**src/rtl/indexed_deque_core_defines.svh**
```systemverilog
// ----------------------------------------------------------------------------
// Indexed deque assertion macros
// Concurrent assertion wrappers used by the indexed deque core.
// ----------------------------------------------------------------------------
`ifndef INDEXED_DEQUE_CORE_DEFINES_SVH
`define INDEXED_DEQUE_CORE_DEFINES_SVH

// same-cycle implication
`define IDQ_ASSERT_IMPL(label, clk, rst, ante, cons, msg) \
   label: assert property (@(posedge clk) disable iff (rst) (ante) |-> (cons)) \
      else $error(msg);

// next-cycle implication
`define IDQ_ASSERT_NEXT(label, clk, rst, ante, cons, msg) \
   label: assert property (@(posedge clk) disable iff (rst) (ante) |=> (cons)) \
      else $error(msg);

`endif

```
**src/rtl/idq_pkg.sv**
```systemverilog
// ----------------------------------------------------------------------------
// Indexed deque package
// Field widths, operation and status codes, controller/datapath structs.
// ----------------------------------------------------------------------------
package idq_pkg;

   localparam int KIND_W = 3;
   localparam int POS_W  = 10;
   localparam int VAL_W  = 32;
   localparam int CNT_W  = 11;
   localparam int ST_W   = 2;

   localparam logic [KIND_W-1:0] KIND_PUSH_FRONT = 3'd0;
   localparam logic [KIND_W-1:0] KIND_PUSH_BACK  = 3'd1;
   localparam logic [KIND_W-1:0] KIND_INSERT     = 3'd2;
   localparam logic [KIND_W-1:0] KIND_POP_FRONT  = 3'd3;
   localparam logic [KIND_W-1:0] KIND_POP_BACK   = 3'd4;
   localparam logic [KIND_W-1:0] KIND_READ       = 3'd5;
   localparam logic [KIND_W-1:0] KIND_LENGTH     = 3'd6;

   localparam logic [ST_W-1:0] ST_OK    = 2'd0;
   localparam logic [ST_W-1:0] ST_EMPTY = 2'd1;
   localparam logic [ST_W-1:0] ST_INDEX = 2'd2;
   localparam logic [ST_W-1:0] ST_FULL  = 2'd3;

   typedef struct packed {
      logic            load_req;
      logic            mem_rd;
      logic            mem_wr;
      logic            shift;
      logic            cur_load;
      logic            cur_dec;
      logic            front_dec;
      logic            front_inc;
      logic            count_inc;
      logic            count_dec;
      logic            rsp_load;
      logic            rsp_rdata;
      logic [ST_W-1:0] rsp_status;
   } cmd_type;

   typedef struct packed {
      logic [KIND_W-1:0] kind;
      logic              empty;
      logic              full;
      logic              pos_bad;
      logic              cur_more;
      logic              rsp_free;
   } stat_type;

endpackage

```
**src/rtl/idq_ctrl.sv**
```systemverilog
// ----------------------------------------------------------------------------
// Indexed deque controller
// Sequences one operation at a time and drives datapath commands.
// ----------------------------------------------------------------------------
module idq_ctrl import idq_pkg::*; (
   input  logic     clock,
   input  logic     reset,
   input  logic     req_valid,
   output logic     req_ready,
   input  stat_type stat,
   output cmd_type  cmd
);

   localparam logic [2:0] S_IDLE   = 3'd0;
   localparam logic [2:0] S_EXEC   = 3'd1;
   localparam logic [2:0] S_RDATA  = 3'd2;
   localparam logic [2:0] S_SH_CHK = 3'd3;
   localparam logic [2:0] S_SH_WR  = 3'd4;
   localparam logic [2:0] S_INS_WR = 3'd5;

   logic [2:0] state_ff;
   logic [2:0] state_in;

   always_comb begin
      cmd            = '0;
      cmd.rsp_status = ST_OK;
      state_in       = state_ff;
      req_ready      = 1'b0;
      case (state_ff)
         S_IDLE: begin
            req_ready = 1'b1;
            if (req_valid) begin
               cmd.load_req = 1'b1;
               state_in     = S_EXEC;
            end
         end
         S_EXEC: begin
            case (stat.kind)
               KIND_PUSH_FRONT, KIND_PUSH_BACK: begin
                  if (stat.rsp_free) begin
                     cmd.rsp_load = 1'b1;
                     state_in     = S_IDLE;
                     if (stat.full) begin
                        cmd.rsp_status = ST_FULL;
                     end else begin
                        cmd.mem_wr    = 1'b1;
                        cmd.count_inc = 1'b1;
                        cmd.front_dec = (stat.kind == KIND_PUSH_FRONT);
                     end
                  end
               end
               KIND_INSERT: begin
                  if (stat.pos_bad || stat.full) begin
                     if (stat.rsp_free) begin
                        cmd.rsp_load   = 1'b1;
                        cmd.rsp_status = stat.pos_bad ? ST_INDEX : ST_FULL;
                        state_in       = S_IDLE;
                     end
                  end else begin
                     cmd.cur_load = 1'b1;
                     state_in     = S_SH_CHK;
                  end
               end
               KIND_POP_FRONT, KIND_POP_BACK: begin
                  if (stat.empty) begin
                     if (stat.rsp_free) begin
                        cmd.rsp_load   = 1'b1;
                        cmd.rsp_status = ST_EMPTY;
                        state_in       = S_IDLE;
                     end
                  end else begin
                     cmd.mem_rd    = 1'b1;
                     cmd.count_dec = 1'b1;
                     cmd.front_inc = (stat.kind == KIND_POP_FRONT);
                     state_in      = S_RDATA;
                  end
               end
               KIND_READ: begin
                  if (stat.empty || stat.pos_bad) begin
                     if (stat.rsp_free) begin
                        cmd.rsp_load   = 1'b1;
                        cmd.rsp_status = stat.empty ? ST_EMPTY : ST_INDEX;
                        state_in       = S_IDLE;
                     end
                  end else begin
                     cmd.mem_rd = 1'b1;
                     state_in   = S_RDATA;
                  end
               end
               default: begin
                  if (stat.rsp_free) begin
                     cmd.rsp_load = 1'b1;
                     state_in     = S_IDLE;
                  end
               end
            endcase
         end
         S_RDATA: begin
            if (stat.rsp_free) begin
               cmd.rsp_load  = 1'b1;
               cmd.rsp_rdata = 1'b1;
               state_in      = S_IDLE;
            end
         end
         S_SH_CHK: begin
            if (stat.cur_more) begin
               cmd.mem_rd = 1'b1;
               cmd.shift  = 1'b1;
               state_in   = S_SH_WR;
            end else begin
               state_in = S_INS_WR;
            end
         end
         S_SH_WR: begin
            cmd.mem_wr  = 1'b1;
            cmd.shift   = 1'b1;
            cmd.cur_dec = 1'b1;
            state_in    = S_SH_CHK;
         end
         S_INS_WR: begin
            if (stat.rsp_free) begin
               cmd.mem_wr    = 1'b1;
               cmd.count_inc = 1'b1;
               cmd.rsp_load  = 1'b1;
               state_in      = S_IDLE;
            end
         end
         default: begin
            state_in = S_IDLE;
         end
      endcase
   end

   always_ff @(posedge clock) begin
      if (reset) begin
         state_ff <= S_IDLE;
      end else begin
         state_ff <= state_in;
      end
   end

endmodule

```
**config.mk**
```make
export PLATFORM = sky130hd
export DESIGN_NAME = idq_ctrl
export DESIGN_NICKNAME = d
export VERILOG_FILES = /design/src/rtl/indexed_deque_core_defines.svh /design/src/rtl/idq_pkg.sv /design/src/rtl/idq_ctrl.sv
export SDC_FILE = /design/constraint.sdc
export NUM_CORES = 1
export LEC_CHECK = 0
export BUFFER_PORTS_ARGS = -buffer_cell sky130_fd_sc_hd__buf_4
export CAP_MARGIN = 20
export CORE_AREA = 2 2 39 41
export CTS_CLUSTER_DIAMETER = 200
export DETAILED_ROUTE_END_ITERATION = 8
export DIE_AREA = 0 0 41 43
export PLACE_DENSITY_LB_ADDON = 0.15
export SLEW_MARGIN = 0
export SYNTH_ARGS = -nofsm -noshare
export SYNTH_HDL_FRONTEND = slang
export SYNTH_SLANG_ARGS = --single-unit
```
**constraint.sdc**
```tcl
create_clock -name clock -period 1.5 [get_ports clock]
set_input_delay 0 -clock clock [delete_from_list [all_inputs] [get_ports clock]]
set_output_delay 0 -clock clock [all_outputs]
set_load 0.01 [all_outputs]
```
==> results.py, run 1 <==
metrics = {
    "status": {
        "status": "finished clean",
    },
    "critical_path": {
        "startpoint_type": "flip-flop",
        "crit_type": "flip-flop to primary output",
        "path_depth": 5,
        "required_ns": 1.50,
        "cp.arrival_ns": 1.39,
        "reg2regPathDepth": 3,
        "end_kind": "primary output",
        "cp_slowest_cell": "dfxtp_1",
        "crit_fanout": 5,
        "critPathMaxStageDelay_ns": 0.33,
        "path_cells": "nor2b_1 > nand2b_1 > a211o_1 > nand2_1 > buf_4",
        "crit_family": "simple AND/OR/NAND/NOR gates",
        "path_buf_inv": 1,
    },
    "logic_synthesis": {
        "synth_area_um2": 549.3,
        "synthesis.nets": 89,
        "synth-compound-area-share_pct": 33.03,
        "synth_top_family_by_area": "simple AND/OR/NAND/NOR gates",
        "synthCells": 78,
        "synth-adder-area-share_pct": 0,
        "synth-edff-count": 0,
        "synthXorXnorAreaFrac_pct": 0,
        "synth_cell_type_count": 33,
        "yosysSeqAreaShare_pct": 10.93,
        "syn_area_per_cell_um2": 7.042,
        "async_flop_share_pct": 0,
        "synth_flop_cell": "dfxtp_1",
        "synthMuxAreaShare_pct": 0,
        "yosys.area_share.simple_pct": 43.51,
        "ys_seq_elements": 3,
        "yosysWarnings": 0,
    },
    "route": {
        "detail_route.wl_per_cell_um": 11.46,
        "post_drt_via_cell_ratio": 5.179,
        "drtPass1Iterations": 2,
        "postRouteAntennaNets": 0,
        "route.detailed.drc": 0,
        "drt_wl_total_um": 1409,
        "vias": 637,
        "first_iter_violations": 10,
    },
    "floorplan": {
        "die_area_um2": 1763,
        "die_w_um": 41,
        "io_pins": 26,
        "initial_utilization_pct": 39.69,
        "coreArea_um2": 1384,
        "num_rows": 14,
        "die_h_um": 43,
    },
    "cells_and_area": {
        "antennaDiodeCount": 0,
        "drive_above_1_share_pct": 38.32,
        "reg.largest.list": "state_ff x3",
        "largest-register": "state_ff",
        "largest_reg_flops": 3,
        "area.growth.synth_to_final_pct": 41.46,
        "layout.nets": 119,
        "fin_util_pct": 56.15,
        "fill_cells": 138,
    },
    "global_route": {
        "grt_max_degree": 12,
        "grt_overflow": 0,
        "grt.total_usage_pct": 17.47,
        "antenna_found_initial": 0,
        "grt_pass1_wl_um": 2152,
        "grt_pass1_vias": 557,
    },
    "clock_network": {
        "clockBufferDepth": 2,
        "htreeDepth": 1,
        "clk_latency_ns": 0.23,
        "root_buffer": "clkbuf_4",
        "cts_tree": "done",
        "cts_buffers": 3,
        "clkSlewWorstSetupHoldPaths_ns": 0.03,
        "numClockSinks": 3,
    },
    "timing": {
        "fmax_mhz": 720.4,
        "slew_headroom_pct": 65.73,
        "setup-violations-final": 0,
        "tightest_slew_ns": 0.5074,
        "finalHoldViolations": 0,
        "fin_crit_sh_pct": 92.54,
        "fin_setup_tns_ns": 0,
        "finalCriticalPeriod_ns": 1.388,
        "rsz0062_at_grt": "no",
        "fin_skew_ns": 0.00002084,
        "maxSlewViolCount": 0,
    },
    "pwr": {
        "power_leakage_nw": 0.3614,
        "power_density_nw_per_um2": 540.0,
        "ir_drop_v": 0.0003912,
        "power_mw": 0.4196,
    },
    "worst_hold_path": {
        "min_path_type": "input pin to flip-flop",
        "holdPathStages": 2,
    },
    "run": {
        "max_cap_viol_count": 0,
    },
    "placement": {
        "post-dp-hpwl_um": 1093,
        "place.gp.congestion": 0.7501,
        "portBuffers": 25,
    },
}
==> cell usage in the layout (no fill, tap or decap), drive strengths merged, types with 3 or more instances in the layout <==
master | Yosys | final
nand2b | 8 | 8
o21ai | 8 | 8
nor2 | 5 | 5
dfxtp | 3 | 3
nand2 | 5 | 5
buf | 3 | 31
clkbuf | 3 | 4
a21oi | 8 | 8
nor3 | 7 | 7
nor2b | 4 | 4
==> cell type report <==
type                            count  area, um2  share of cell area (%)
Clock buffer                        4      26.28                   3.382
Sequential cell                     3      61.31                   7.891
Inverter                            2      7.507                  0.9662
Multi-Input combinational cell     67      429.2                   55.23
Tap cell                           16      20.02                   2.576
Timing Repair Buffer               31      232.7                   29.95
==> metal layers <==
metal	vias to the layer above	part of all wire, %	GRT usage (%)
li1	343	-	-
met1	284	48	22.19
met2	10	49	27.19
met3	0	3.3	3.141
met4	0	0	8.000
met5	-	0	0
==> synth_stat cells (2+ instances only) <==
cell type,instances,area (um2)
a21oi_1,8,40.04
o21ai_0,8,40.04
nand2b_1,7,43.79
nor3_1,7,35.03
nand2_1,5,18.77
nor2_1,5,18.77
nor2b_1,4,25.02
dfxtp_1,3,60.06
and2_1,2,12.51
buf_6,2,22.52
clkbuf_8,2,27.53
inv_1,2,7.510
nand3b_1,2,15.01
o21a_1,2,15.01
==> power breakdown <==
part           internal [mW]  switching, mW  total (mW)  leakage (nW)
logic                 0.0971         0.0983       0.195         0.321
registers             0.0851        0.00316      0.0883        0.0250
clock network         0.0993         0.0366       0.136        0.0150
==> through the flow <==
stage | area, um2 | setup WS [ns] | cells | hold WS (ns)
floorplan | 549.3 | 0.2725 | 78 | 0.09999
global placement | 725.7 | 0.2795 | 117 | 0.2967
detailed placement | 725.7 | 0.2030 | 117 | 0.2986
CTS | 752.0 | 0.04360 | 121 | 0.05692
global route | 777.0 | 0.01973 | 123 | 0.04865
finish | 777.0 | 0.1119 | 123 | 0.05590
==> kinds of logic after synthesis <==
| kind of cell | after synthesis |
|---|---|
| buffers and inverters | 8 |
| AOI/OAI and AO/OA | 27 |
| and+or+nand+nor | 40 |
| DFF | 3 |
==> what timing repair did <==
action | CTS | global route
gates resized for setup | 0 | 3
setup buffers | 0 | 2
setup endpoints to repair | 0 | 3
endpoints found under the hold margin | 0 | 0
hold buffers | 0 | 0
==> path summary, 6_finish.rpt <==
path          startpoint           to  slack, ns
max          state_ff[0]      cmd[12]       0.11
min                reset  state_ff[2]       0.06
max reg2reg  state_ff[2]  state_ff[0]       0.26
min reg2reg  state_ff[0]  state_ff[0]       0.63
Note: power is estimated with default switching activity, not from simulation.
==> run 2, diff against run 1 <==
- BUFFER_PORTS_ARGS: -buffer_cell sky130_fd_sc_hd__buf_4 -> default
- DONT_BUFFER_PORTS: default -> 1
==> results.py, run 2 (same netlist as run 1, synthesis figures left out) <==
metrics = {
    "timing": {
        "fin_skew_ns": 0.001622,
        "tightest_slew_ns": 0.5545,
        "slew_headroom_pct": 62.55,
        "fmax_mhz": 727.0,
        "finalHoldViolations": 0,
        "rsz0062_at_grt": "no",
        "fin_crit_sh_pct": 91.70,
        "setup-violations-final": 0,
        "fin_setup_tns_ns": 0,
        "maxSlewViolCount": 0,
        "finalCriticalPeriod_ns": 1.375,
    },
    "cells_and_area": {
        "layout.nets": 95,
        "stdcell_area_um2": 611.8,
        "area.growth.synth_to_final_pct": 11.39,
        "layout_commonest_cell": "o21ai_0",
        "largest_reg_flops": 3,
        "antennaDiodeCount": 0,
        "drive_above_1_share_pct": 21.69,
        "reg.largest.list": "state_ff x3",
        "seq_area_um2": 60.06,
        "multiInputGateArea_um2": 442.9,
        "mostFrequentLayoutCells": "o21ai_0 (8), nor3_1 (7), a21oi_1 (7)",
        "fill_cells": 147,
        "largest-register": "state_ff",
    },
    "route": {
        "first_iter_violations": 1,
        "detail_route.wl_per_cell_um": 13.01,
        "post_drt_via_cell_ratio": 5.626,
        "postRouteAntennaNets": 0,
        "drt_wl_total_um": 1288,
        "vias": 557,
        "drtPass1Iterations": 2,
        "route.detailed.drc": 0,
    },
    "worst_hold_path": {
        "min_path_type": "input pin to flip-flop",
        "holdPathStages": 2,
    },
    "critical_path": {
        "cp.arrival_ns": 1.38,
        "reg2reg_slack_ns": 0.19,
        "startpoint_type": "flip-flop",
        "required_ns": 1.50,
        "cp_common_cell": "buf_4",
        "crit_type": "flip-flop to primary output",
        "critPathMaxStageDelay_ns": 0.31,
        "path_cells": "buf_4 > nand2b_2 > nor4b_2 > buf_4",
        "crit_fanout": 12,
        "crit_family": "simple AND/OR/NAND/NOR gates",
        "path_buf_inv": 2,
        "path_depth": 4,
        "reg2regPathDepth": 3,
        "end_kind": "primary output",
        "cp_slowest_cell": "dfxtp_1",
    },
    "clock_network": {
        "htreeDepth": 1,
        "cts_tree": "done",
        "post-cts-setup-buffers": 0,
        "clockBufferDepth": 2,
        "clk_latency_ns": 0.23,
        "root_buffer": "clkbuf_4",
        "cts_buffers": 3,
        "numClockSinks": 3,
        "clkSlewWorstSetupHoldPaths_ns": 0.04,
    },
    "placement": {
        "post-dp-hpwl_um": 1017,
        "post_dp_cell_area_um2": 553.0,
        "place.gp.congestion": 0.7233,
        "portBuffers": 0,
    },
    "global_route": {
        "grt_max_degree": 13,
        "antenna_found_initial": 0,
        "grt_pass1_vias": 498,
        "grt_overflow": 0,
        "grt.total_usage_pct": 16.28,
        "grt_pass1_wl_um": 1994,
    },
    "floorplan": {
        "die_w_um": 41,
        "num_rows": 14,
        "initial_utilization_pct": 39.69,
        "die_h_um": 43,
        "die_area_um2": 1763,
        "coreArea_um2": 1384,
        "io_pins": 26,
    },
    "status": {
        "status": "finished clean",
    },
    "pwr": {
        "power_leakage_nw": 0.2411,
        "ir_drop_v": 0.0004354,
        "power_density_nw_per_um2": 584.5,
    },
    "run": {
        "max_cap_viol_count": 0,
    },
}
## run 2: changes by cell type in the layout (fill, tap and decap cells not counted), sizes merged
| cell | previous run | this run |
|---|---|---|
| dlygate4sd3 | 0 | 1 |
| buf | 31 | 6 |
## run 2: where the power goes
| part | leakage, nW | internal (mW) | switching [mW] |
|---|---|---|---|
| Sequential | 0.0245 | 0.0850 | 0.00526 |
| Clock | 0.0150 | 0.0995 | 0.0391 |
| Combinational | 0.202 | 0.0608 | 0.0678 |
| Total | 0.241 | 0.245 | 0.112 |
## run 2: per-stage QoR
stage               worst slack [ns]  utilization (%)  power [mW]  cells  hold WS, ns
global placement              0.2167            39.96      0.2091     94      0.05546
CTS                          0.02925            43.22      0.3608     99     0.005927
finish                        0.1246            44.21      0.3576     99      0.01225
floorplan                     0.2725                -      0.1979     78      0.09999
detailed placement            0.1659            39.96      0.2094     94      0.05601
global route                 0.01584            44.21      0.3920     99    0.0008234
## run 2: final cells by class
type | count | share of cell area, %
Multi-Input combinational cell | 67 | 72.39
Timing Repair Buffer | 7 | 8.998
Inverter | 2 | 1.227
Sequential cell | 3 | 9.816
Clock buffer | 4 | 4.294
Tap cell | 16 | 3.272
## run 2: final timing paths
kind          startpoint     endpoint
max          state_ff[1]       cmd[6]
min              stat[4]  state_ff[1]
max reg2reg  state_ff[2]  state_ff[0]
min reg2reg  state_ff[0]  state_ff[2]
## run 2: worst register-to-register path, cell delays in order, from the launching register on
cell and delay, ns:
dfxtp_1 0.36, o41ai_1 0.60, nor2_1 0.08, o2bb2ai_1 0.14
## run 2: routing by layer
layer | share of wire, % | global-route usage [%]
met5 | 0 | 0
met4 | 0 | 8.000
met1 | 45 | 20.97
met3 | 6.3 | 4.712
met2 | 48 | 23.75
## run 2: repair_timing
| action | CTS | global route |
|---|---|---|
| hold buffers | 1 | 0 |
| gates cloned | 0 | 0 |
| resized for setup | 2 | 4 |
| pin swaps | 0 | 0 |
| hold endpoints to repair | 1 | 0 |
| endpoints found under the setup margin | 1 | 3 |
